$ cat src/hdl/mist_pkg.sv
// Shared types and constants for the minimum-image support counter.
// No dependencies; imported by the lane, merge and top-level modules.
`default_nettype none
package mist_pkg;

	localparam int ID_W        = 12;
	localparam int CMD_W       = 2;
	localparam int PSIZE_W     = 4;
	localparam int SUP_W       = 13;
	localparam int FIELD_LANES = 8;
	localparam int ID_SPAN     = 1 << ID_W;
	localparam logic [SUP_W-1:0] SUP_MAX = '1;

	localparam logic [CMD_W-1:0] CMD_ADD    = 2'd0;
	localparam logic [CMD_W-1:0] CMD_REMOVE = 2'd1;
	localparam logic [CMD_W-1:0] CMD_CLEAR  = 2'd2;

	typedef enum logic [2:0] {
		ST_CLEAR,
		ST_IDLE,
		ST_ADDR,
		ST_READ,
		ST_WRITE,
		ST_MERGE
	} state_t;

	typedef struct packed {
		logic start;
		logic wipe;
		logic rd_en;
		logic wr_en;
		logic add;
		logic clr_en;
	} lane_ctrl_t;

endpackage
`default_nettype wire

$ cat src/hdl/mist_merge.sv
// Merging stage: minimum distinct count over active lanes, underflow OR, output register.
// Depends on mist_pkg.
`default_nettype none
module mist_merge #(
	parameter int LANES = 8,
	parameter int DW    = 13
) (
	input  wire logic                        clk,
	input  wire logic                        arst_n,
	input  wire logic                        load,
	input  wire logic [DW-1:0]               distinct [LANES],
	input  wire logic [LANES-1:0]            under,
	input  wire logic [LANES-1:0]            active,
	input  wire logic                        out_ready,
	output logic                             out_valid,
	output logic      [mist_pkg::SUP_W-1:0]  support_value,
	output logic                             underflow
);
	import mist_pkg::*;

	localparam int CW = (DW > SUP_W) ? DW : SUP_W;

	logic [DW-1:0]    best;
	logic [CW-1:0]    best_x;
	logic             any_act;
	logic [SUP_W-1:0] sup_nxt;
	logic             out_valid_q;
	logic [SUP_W-1:0] support_q;
	logic             under_q;

	always_comb begin
		best    = '1;
		any_act = 1'b0;
		for (int i = 0; i < LANES; i++) begin
			if (active[i] && distinct[i] < best) begin
				best = distinct[i];
			end
			any_act = any_act | active[i];
		end
		best_x = CW'(best);
		if (!any_act) begin
			sup_nxt = '0;
		end else if (best_x > CW'(SUP_MAX)) begin
			sup_nxt = SUP_MAX;
		end else begin
			sup_nxt = best_x[SUP_W-1:0];
		end
	end

	always_ff @(posedge clk or negedge arst_n) begin
		if (!arst_n) begin
			out_valid_q <= 1'b0;
		end else if (load) begin
			out_valid_q <= 1'b1;
		end else if (out_ready) begin
			out_valid_q <= 1'b0;
		end
	end

	always_ff @(posedge clk) begin
		if (load) begin
			support_q <= sup_nxt;
			under_q   <= |(under & active);
		end
	end

	assign out_valid     = out_valid_q;
	assign support_value = support_q;
	assign underflow     = under_q;

endmodule
`default_nettype wire

$ cat config.mk
export PLATFORM = sky130hd
export DESIGN_NAME = mist_merge
export DESIGN_NICKNAME = d
export VERILOG_FILES = /design/src/hdl/mist_pkg.sv /design/src/hdl/mist_merge.sv
export SDC_FILE = /design/constraint.sdc
export NUM_CORES = 1
export LEC_CHECK = 0
export ABC_AREA = 1
export BUFFER_PORTS_ARGS = -buffer_cell sky130_fd_sc_hd__buf_2
export CAP_MARGIN = 15
export CORE_ASPECT_RATIO = 1.5
export CORE_MARGIN = 2
export CORE_UTILIZATION = 54
export CTS_BUF_LIST = sky130_fd_sc_hd__clkbuf_4 sky130_fd_sc_hd__clkbuf_8
export DETAILED_ROUTE_END_ITERATION = 7
export PLACE_DENSITY = 0.88
export REMOVE_ABC_BUFFERS = 1
export SETUP_SLACK_MARGIN = 0.5
export SYNTH_ARGS = -nofsm -noshare
export SYNTH_HDL_FRONTEND = slang
export SYNTH_SLANG_ARGS = --single-unit
$ cat constraint.sdc
create_clock -name clk -period 0.8 [get_ports clk]
set_input_delay 0.16 -clock clk [delete_from_list [all_inputs] [get_ports clk]]
set_output_delay 0.16 -clock clk [all_outputs]
set_load 0.03 [all_outputs]
==> impl_metrics.yaml, run 1 <==
status:
  outcome: "did not finish"
  lastStage: "global routing"
  error_line: "[ERROR GRT-0116] Global routing finished with congestion. Check the congestion regions in the DRC Viewer."
global_route:
  grt_max_degree: 16
  grt_pass1_wl_microns: 47810
  gr-total-overflow: 160
  grt_pass1_vias: 8714
  grtUsageTotal: 0.7487
clocking:
  cts_max_path_buffers: 2
  h-tree-depth: 1
  cts_root_buf: "clkbuf_8"
  cts_buffers: 3
  cts_sinks: 15
place:
  dpl.hpwl_microns: 12240
  io_buffers: 138
  place.gp.congestion: 0.9140
  placed_cell_area_sq_mm: 0.005968
synth:
  ys_seq_area_frac: 0.1077
  syn_area_sq_mm: 0.004135
  synth.avg_cell_area_sq_um: 5.841
  ys_types: 40
  synth_warnings: 0
  synth-seq-cells: 15
  synthCells: 708
floorplan:
  start_util: 0.5503
  dieWidth_microns: 75.45
  die_h_microns: 111.2
  rows: 39
  pin_count: 139
-- synth_stat cells --
library cell	instances	share of area
a21oi_1	12	0.015
inv_1	85	0.077
a21oi_4	4	0.016
o21a_1	1	0.0018
a211oi_1	2	0.0036
o211ai_2	1	0.0030
a221oi_1	2	0.0042
nand3b_1	6	0.011
nand3_4	1	0.0042
o21ai_0	48	0.058
dfrtp_1	1	0.0061
ha_1	57	0.17
o211ai_1	1	0.0018
nand3_1	68	0.082
buf_4	1	0.0018
o21ai_2	1	0.0021
clkinv_1	2	0.0018
edfxtp_1	14	0.10
a21o_1	1	0.0018
nand2_4	8	0.022
and2b_1	1	0.0018
nand2_1	248	0.23
a2111oi_4	1	0.0067
nor4_1	3	0.0045
nor2b_1	1	0.0015
a21oi_2	1	0.0021
nor2_2	2	0.0030
nor3_1	1	0.0012
nand4_1	18	0.027
or2_1	1	0.0015
nand3_2	2	0.0048
buf_2	2	0.0024
a31oi_1	3	0.0045
buf_6	7	0.019
nand2_2	9	0.014
clkbuf_1	6	0.0054
o21ai_1	8	0.0097
nor2_1	70	0.064
a22o_1	2	0.0042
o21bai_1	6	0.011
-- layer usage --
layer	global-route usage	overflow
met5	0.04861	0
met1	0.6563	1
met3	0.5055	0
met4	0.8725	45
met2	0.9977	114
-- timing repair --
item | CTS
pin swaps | 56
endpoints found under the setup margin | 44
cloned | 9
endpoints found under the hold margin | 1
resized for setup | 183
buffers inserted | 32
-- through the flow --
step / instances / setup WS (ns)
2_1_floorplan: 692 / -9.168
3_3_place_gp: 1083 / -9.158
3_5_place_dp: 1083 / -9.972
4_1_cts: 1128 / -8.547
-- cell families after synthesis --
kind of cell | share of synthesized area
AND/OR/NAND/NOR | 0.4672
buffers and inverters | 0.1077
AO/OA/AOI/OAI | 0.1449
adder cells (fa/ha/maj) | 0.1725
flip-flops | 0.1077
==> run 2: changes to the inputs <==
Settings changed: CORE_ASPECT_RATIO 1.5 to unset, CORE_UTILIZATION 54 to 40, CTS_BUF_LIST sky130_fd_sc_hd__clkbuf_4 sky130_fd_sc_hd__clkbuf_8 to unset, PLACE_DENSITY 0.88 to unset, PLACE_DENSITY_LB_ADDON set to 0.15, SETUP_SLACK_MARGIN 0.5 to unset.
==> run 2 against run 1 <==
Compared with the run above: the flow now finishes, with violations (setup timing); area after synthesis unchanged; synthesized cell count unchanged.
==> impl_metrics.yaml, run 2 <==
status:
  outcome: "complete, but fails checks"
  violations: "setup timing"
setup_path:
  required_ns: 0.81
  crit_arrival_ns: 9.67
  crit_path_end_kind: "flop"
  r2r_slack_ns: 0.06
  r2r-end: "out_valid$_DFFE_PN0P_"
  path_class: "in -> reg"
  r2r_start: "out_valid$_DFFE_PN0P_"
  max_stage_delay_ns: 0.51
  worst_setup_path_start_kind: "input port"
  cpMaxStageDelayCell: "nor4_4"
  cp_max_fo: 7
  worstRegToRegCells: 3
timing:
  rsz0062_at_grt: "yes"
  relSlewSlack: 0.6448
  finalCriticalPeriod_ns: 9.659
  setup_violations: 29
  finalHoldViolCount: 0
  tightest_slew_ns: 0.5288
  fin_tns_setup_ns: -116.98
  period_share: 12.07
  drv_slew: 0
  worst_clock_skew_ns: 0
  max_freq_ghz: 0.1035
  setup_ws_ns: -8.859
cells_and_area:
  antenna_cells: 0
  num-nets-final: 1241
  final_util: 0.8010
  largest_reg_flops: 13
  final_cell_mix: "nand2_1 (199), buf_4 (194), buf_2 (109)"
  syn_to_final_growth_pct: 97.28
  layout-drive-gt1-share: 0.5430
  layout_commonest_cell: "nand2_1"
  final_area_sq_mm: 0.008158
worst_hold_path:
  whs_endpoint: "out_valid$_DFFE_PN0P_"
  whs_path_depth: 2
  min_path_type: "in -> reg"
  hold_start: "out_ready"
drt:
  drt-vias-per-instance: 5.241
  ant_nets: 0
  drc_errors: 0
  wl_per_cell_microns: 15.03
  wirelength_microns: 17960
  firstDrtPassIters: 4
  vias: 6263
  drt_iter0_markers: 264
synth:
  syn_area_sq_mm: 0.004135
  synth_edf_count: 14
  synthCells: 708
  synth_warnings: 0
  yosys-top-cells-count: "nand2_1 (248), inv_1 (85), nor2_1 (70), nand3_1 (68), ha_1 (57)"
  synthTopCellsByArea: "nand2_1 (23%), ha_1 (17%), edfxtp_1 (10%), nand3_1 (8.2%), inv_1 (7.7%)"
  ys_types: 40
  async_reset_ff_frac: 0.06667
  synth.avg_cell_area_sq_um: 5.841
  post-synth-top-area-cell: "nand2_1"
  yosysMostFrequentCell: "nand2_1"
  ys_seq_area_frac: 0.1077
  synth-seq-cells: 15
  synth_top_cell_area_share: 0.2251
  ys.flop_type: "edfxtp_1"
clocking:
  cts_root_buf: "clkbuf_8"
  cts_max_path_buffers: 2
  clk_pin_slew_worst_paths_ns: 0.06
  h-tree-depth: 1
  insertion_delay_ns: 0.25
  cts_sinks: 15
  cts_buffers: 3
  cts_tree: "done"
global_route:
  grtUsageTotal: 0.2546
  grt_max_degree: 16
  grt_pass1_wl_microns: 24220
  gr-total-overflow: 0
  grt_pass1_vias: 5923
  antenna_found_initial: 0
place:
  io_buffers: 138
  place.gp.congestion: 0.9023
  dpl.hpwl_microns: 11200
  placed_cell_area_sq_mm: 0.006128
power:
  ir_worst_vdd_mv: 1.439
  leakage_nw: 4.317
  power.density_mw_per_mm2: 1570
floorplan:
  pin_count: 139
  rows: 37
  core-area_sq_mm: 0.01018
  die-area_sq_mm: 0.01117
  die_h_microns: 105.7
  dieWidth_microns: 105.7
  start_util: 0.4060
flow_run:
  drv_cap: 0
## run 2: critical path, delay by kind of cell
kind / cells / cell delay (ns)
AO/OA/AOI/OAI: 14 / 2.63
adder cells (fa/ha/maj): 7 / 1.74
AND/OR/NAND/NOR: 35 / 3.83
buffers and inverters: 13 / 1.26
## run 2: timing repair
action                                  in CTS  in global routing
endpoints found under the setup margin      29                 29
resized for setup                          202                176
pin swaps                                   54                 76
hold buffers                                 1                  0
endpoints found under the hold margin        1                  0
gates cloned                                 8                  0
setup buffers                               33                 19
## run 2: stage by stage
step	setup slack (ns)	cells	hold slack [ns]	total power (W)
floorplan	-9.168	692	-0.1356	0.005136
global placement	-9.471	1131	-0.06555	0.007763
detailed placement	-9.787	1131	-0.06305	0.008004
CTS	-8.407	1177	0.09392	0.01034
global route	-9.395	1195	0.09355	0.01371
finish	-8.859	1195	0.07942	0.01281
## run 2: worst max path at each step
stage,depth (start not counted),endpoint,start
after CTS,71,support_value[4]$_SDFFCE_PN0P_,distinct[100]
after floorplan,64,support_value[0]$_SDFFCE_PN0P_,distinct[91]
after global routing,75,support_value[1]$_SDFFCE_PN0P_,distinct[93]
after global placement,61,support_value[11]$_SDFFCE_PN0P_,distinct[103]
final,69,support_value[10]$_SDFFCE_PN0P_,distinct[93]
after detailed placement,63,support_value[9]$_SDFFCE_PN0P_,distinct[103]
## run 2: logic make-up after synthesis
kind of cell             Yosys count  synth area share
flip-flops                        15            0.1077
buffers and inverters            103            0.1077
AND/OR/NAND/NOR                  439            0.4672
adder cells (fa/ha/maj)           57            0.1725
AO/OA/AOI/OAI                     94            0.1449
## run 2: power breakdown
part           switching [W]  internal, W
logic                0.00575      0.00521
clock network       0.000277     0.000354
registers          0.0000861      0.00113
## run 2: layout make-up
type                            instances  area [sq um]
Tap cell                              136         170.2
Multi-Input combinational cell        597          4504
Sequential cell                        15         445.4
Inverter                               87         326.6
Fill cell                             673          2027
Timing Repair Buffer                  356          2666
Clock buffer                            4         45.04
## run 2: layer usage
metal	global-route usage	wire, microns
met2	0.5585	10250
met5	0	0
met3	0.02226	883
met1	0.2345	5718
met4	0.08835	1113
Note: power is estimated with default switching activity, not from simulation.
==> run 3: changes to the inputs <==
Settings changed: REMOVE_ABC_BUFFERS 1 to unset, TNS_END_PERCENT set to 5.
==> run 3 against run 2 <==
Compared with the run above: the run still ends with setup timing left; utilization decreased by 12 points; largest cell class unchanged; non-clock buffer count decreased by 25; critical path depth increased by 3; clock-buffer cell count unchanged; worst hold slack improved by 0.017 ns; cell count decreased by 1.9%; sequential power about the same; routed wire length decreased by 20%; setup slack improved by 0.24 ns; die area unchanged; first-iteration DRC count decreased by 18%; clock skew unchanged.
==> impl_metrics.yaml, run 3 (synthesis gave the netlist of run 2 again) <==
status:
  outcome: "complete, but fails checks"
  violations: "setup timing"
clocking:
  clk_pin_slew_worst_paths_ns: 0.06
  cts_sinks: 15
  cts_tree: "done"
  insertion_delay_ns: 0.25
  cts_max_path_buffers: 2
  cts_root_buf: "clkbuf_8"
  h-tree-depth: 1
  cts_buffers: 3
cells_and_area:
  layout-drive-gt1-share: 0.4097
  final_util: 0.6765
  syn_to_final_growth_pct: 66.63
  num-nets-final: 1217
  num-fill-cells: 949
  layout_commonest_cell: "nand2_1"
  largest_reg_flops: 13
  final_cell_mix: "nand2_1 (241), buf_4 (187), buf_2 (123)"
drt:
  vias: 5753
  wl_per_cell_microns: 12.33
  drc_errors: 0
  wirelength_microns: 14450
  firstDrtPassIters: 4
  ant_nets: 0
  drt-vias-per-instance: 4.909
  drt_iter0_markers: 217
floorplan:
  core-area_sq_mm: 0.01018
  die_h_microns: 105.7
  start_util: 0.4060
  rows: 37
  pin_count: 139
  die-area_sq_mm: 0.01117
  dieWidth_microns: 105.7
timing:
  whs_ns: 0.09614
  tightest_slew_ns: 0.3332
  finalHoldViolCount: 0
  worst_clock_skew_ns: 0
  fin_tns_setup_ns: -113.77
  period_share: 11.77
  max_freq_ghz: 0.1062
  setup_violations: 29
  rsz0062_at_grt: "yes"
  finalCriticalPeriod_ns: 9.419
  drv_slew: 0
  setup_ws_ns: -8.619
  relSlewSlack: 0.7762
setup_path:
  cpMostUsedCell: "nand2_1"
  max_stage_delay_ns: 0.38
  worstRegToRegCells: 2
  worst_setup_path_start_kind: "input port"
  cpMaxStageDelayCell: "nor4_4"
  path_class: "in -> reg"
  crit_start: "distinct[94]"
  cp_max_fo: 11
  r2r_start: "out_valid$_DFFE_PN0P_"
  crit_path_end_kind: "flop"
  r2r_slack_ns: 0.16
  crit_path_end: "support_value[7]$_SDFFCE_PN0P_"
  crit_arrival_ns: 9.43
  r2r-end: "out_valid$_DFFE_PN0P_"
  required_ns: 0.81
global_route:
  antenna_found_initial: 1
  grt_pass1_wl_microns: 24010
  gr-total-overflow: 0
  grt_max_degree: 16
  grtUsageTotal: 0.2523
  grt_pass1_vias: 5662
place:
  place_worst_setup_slack_ns: -9.447
  place.gp.congestion: 0.9013
  dpl.hpwl_microns: 11980
  io_buffers: 138
power:
  power.density_mw_per_mm2: 1463
  ir_worst_vdd_mv: 1.208
  leakage_nw: 3.952
synth:
  synth_nets: 889
flow_run:
  drv_cap: 0
worst_hold_path:
  min_path_type: "in -> reg"
-- run 3: what timing repair did --
item | in CTS | in global routing
pin swaps | 19 | 35
endpoints found under the setup margin | 29 | 29
buffers inserted | 8 | 5
hold buffers | 1 | 0
resized for setup | 70 | 29
gates cloned | 7 | 1
endpoints found under the hold margin | 1 | 0
-- run 3: layer usage --
| layer | wire (microns) | up-vias | track usage |
|---|---|---|---|
| li1 | - | 3001 | - |
| met1 | 6161 | 2607 | 0.2987 |
| met2 | 7487 | 125 | 0.4926 |
| met3 | 522 | 20 | 0.01299 |
| met4 | 275 | 0 | 0.05921 |
| met5 | 0 | - | 0 |
-- run 3: how the worst min path moves through the flow --
| stage | slack [ns] | from | depth (start not counted) | endpoint |
|---|---|---|---|---|
| 2_1_floorplan | -0.14 | arst_n | 0 | out_valid$_DFFE_PN0P_ |
| 3_3_place_gp | -0.07 | arst_n | 1 | out_valid$_DFFE_PN0P_ |
| 3_5_place_dp | -0.06 | arst_n | 1 | out_valid$_DFFE_PN0P_ |
| 4_1_cts | 0.1 | out_ready | 2 | out_valid$_DFFE_PN0P_ |
| 5_1_grt | 0.10 | out_ready | 2 | out_valid$_DFFE_PN0P_ |
| 6_report | 0.1 | out_ready | 2 | out_valid$_DFFE_PN0P_ |
-- run 3: power breakdown --
| part | internal, W | leakage, nW | switching (W) | total (W) |
|---|---|---|---|---|
| logic | 0.00384 | 3.78 | 0.00441 | 0.00825 |
| clock network | 0.000353 | 0.0228 | 0.000263 | 0.000616 |
| registers | 0.00113 | 0.149 | 0.0000822 | 0.00121 |
| total | 0.00532 | 3.95 | 0.00476 | 0.0101 |
-- run 3: area by class of cell --
class                           count  area, sq um  area share
Tap cell                          136        170.2     0.02470
Antenna cell                        1        2.502   0.0003632
Timing Repair Buffer              331         2281      0.3310
Multi-Input combinational cell    598         3620      0.5253
Inverter                           87        326.6     0.04739
Sequential cell                    15        445.4     0.06464
Clock buffer                        4        45.04    0.006537
-- run 3: worst max-delay path, delay by kind of cell --
kind,cells,cell delay (ns)
AO/OA/AOI/OAI,12,1.73
adder cells (fa/ha/maj),7,2.07
AND/OR/NAND/NOR,43,4.51
buffers and inverters,10,0.94
-- run 3: per-stage QoR --
step | instance area [sq um] | instances | power [W]
2_1_floorplan | 4274 | 708 | 0.005553
3_3_place_gp | 6322 | 1145 | 0.008020
3_5_place_dp | 6322 | 1145 | 0.008264
4_1_cts | 6735 | 1165 | 0.009703
5_1_grt | 6890 | 1172 | 0.01103
6_report | 6890 | 1172 | 0.01008
==> run 4: changes to the inputs <==
Settings changed: CTS_CLUSTER_DIAMETER set to 40.
Clock period 0.8 ns to 10.35 ns, I/O delays scaled along.
==> run 4 against run 3 <==
Compared with the run above: the flow still finishes with violations (setup timing); clock-buffer cell count shrank 1; first-iteration DRC count rose by 8.3%; via count shrank 1.6%; largest cell class unchanged; utilization fell by 2.2 points; largest power group unchanged; non-clock buffer count fell by 45; total power is 92% lower; die area is the same; sequential cell count stayed put.
==> impl_metrics.yaml, run 4 (synthesis gave the netlist of run 2 again) <==
timing:
  worst_clock_skew_ns: 0
  setup_ws_ns: -1.154
  setup_violations: 13
  drv_slew: 0
  tightest_slew_ns: 0.4158
  fin_tns_setup_ns: -14.77
  relSlewSlack: 0.7221
  finalCriticalPeriod_ns: 11.50
  rsz0062_at_grt: "yes"
  finalHoldViolCount: 0
  period_share: 1.112
  max_freq_ghz: 0.08692
cells_and_area:
  antenna_cells: 0
  num-nets-final: 1173
  largest_reg_flops: 13
  layout-drive-gt1-share: 0.4238
  layout_commonest_cell: "nand2_1"
  syn_to_final_growth_pct: 61.30
  finalNonFillerCells: 1127
  final_area_sq_mm: 0.006670
  final_cell_mix: "nand2_1 (226), buf_4 (142), buf_2 (138)"
drt:
  firstDrtPassIters: 7
  drt-vias-per-instance: 5.021
  drc_errors: 0
  wl_per_cell_microns: 13.19
  drt_iter0_markers: 235
  vias: 5659
  wirelength_microns: 14870
  ant_nets: 0
global_route:
  antenna_found_initial: 0
  grt_max_degree: 16
  grt_pass1_wl_microns: 24560
  grtUsageTotal: 0.2590
  grt_pass1_vias: 5639
  gr-total-overflow: 0
floorplan:
  start_util: 0.4060
  die_h_microns: 105.7
  pin_count: 139
  core-area_sq_mm: 0.01018
  rows: 37
  dieWidth_microns: 105.7
  die-area_sq_mm: 0.01117
place:
  io_buffers: 138
  place.gp.congestion: 0.9249
  placed_cell_area_sq_mm: 0.005912
  dp.cells: 1092
  place_worst_setup_slack_ns: -1.638
  dpl.hpwl_microns: 11920
clocking:
  h-tree-depth: 1
  cts_tree: "done"
  cts_buffers: 3
  cts_root_buf: "clkbuf_8"
  cts_max_path_buffers: 2
  cts_sinks: 15
  insertion_delay_ns: 0.25
  clk_pin_slew_worst_paths_ns: 0.06
setup_path:
  max_stage_delay_ns: 0.30
  cpMaxStageDelayCell: "a2111oi_4"
  crit_path_end_kind: "flop"
  path_class: "in -> reg"
  cp_max_fo: 8
  required_ns: 10.47
  worst_setup_path_start_kind: "input port"
  cpMostUsedCell: "nand2_1"
  crit_arrival_ns: 11.62
status:
  outcome: "complete, but fails checks"
  violations: "setup timing"
worst_hold_path:
  min_path_type: "reg -> reg"
flow_run:
  drv_cap: 0
synth:
  synth_nets: 889
power:
  leakage_nw: 3.747
  ir_worst_vdd_mv: 0.1050
  power.density_mw_per_mm2: 119.6
run 4: cell count changes in the layout (fill, tap and decap cells not counted), moves of 3 or more:
| cell | before | now |
|---|---|---|
| buf_2 | 123 | 138 |
| buf_6 | 17 | 4 |
| nand2_1 | 241 | 226 |
| nor2_1 | 63 | 49 |
| o21ai_0 | 13 | 7 |
| nand2_2 | 14 | 26 |
| o21ai_2 | 17 | 20 |
| buf_4 | 187 | 142 |
| o21ai_4 | 0 | 3 |
| nor2_2 | 7 | 19 |
| ha_4 | 5 | 8 |
run 4: stage by stage:
stage                 util  total power [W]  hold slack, ns
floorplan                -        0.0004292          0.6503
global placement    0.5805        0.0006059          0.4973
detailed placement  0.5805        0.0006245          0.5121
CTS                 0.6276        0.0007405          0.5210
global route        0.6549        0.0008685          0.5432
finish              0.6549        0.0007974          0.5153
run 4: critical path, delay by kind of cell:
family / cells / cell delay, ns
and+or+nand+nor: 37 / 3.88
AOI/OAI and AO/OA: 18 / 3.09
adders and majority gates: 7 / 1.70
buffers and inverters: 10 / 0.82
run 4: worst paths after layout:
kind                       slack, ns  cells after the start                  start                        endpoint
hold / removal                  0.52                      2  out_valid$_DFFE_PN0P_           out_valid$_DFFE_PN0P_
max in group asynchronous       8.69                      1                 arst_n           out_valid$_DFFE_PN0P_
hold reg to reg                 0.52                      2  out_valid$_DFFE_PN0P_           out_valid$_DFFE_PN0P_
setup / recovery               -1.15                     72           distinct[93]  support_value[0]$_SDFFCE_PN0P_
setup reg to reg                9.76                      2  out_valid$_DFFE_PN0P_           out_valid$_DFFE_PN0P_
min in group asynchronous       1.57                      1                 arst_n           out_valid$_DFFE_PN0P_
run 4: area by class of cell:
class | instances | area [sq um]
multi-input combinational | 599 | 3840
fill | 930 | 3515
clock inverter | 1 | 5.005
clock buffer | 3 | 41.29
tap | 136 | 170.2
inverter | 87 | 326.6
sequential | 15 | 445.4
timing repair buffer | 286 | 1842
run 4: timing repair:
action / in CTS / in global routing
setup endpoints to repair: 13 / 13
gates cloned: 9 / 0
setup buffers: 17 / 5
resized for setup: 72 / 54
hold buffers: 0 / 0
pin swaps: 52 / 45
run 4: power breakdown:
group / switching, W / total (W) / internal (W) / leakage, nW
clock: 0.0000223 / 0.0000490 / 0.0000267 / 0.0255
sequential: 0.00000251 / 0.0000890 / 0.0000865 / 0.149
combinational: 0.000366 / 0.000659 / 0.000293 / 3.57
run 4: per-layer routing:
layer	part of all wire	wire (microns)	GRT usage	vias up
met1	0.42	6282	0.3152	2553
li1	-	-	-	2916
met5	0	0	0	-
met2	0.52	7684	0.4903	161
met4	0.020	292	0.06297	0
met3	0.041	610	0.01855	29
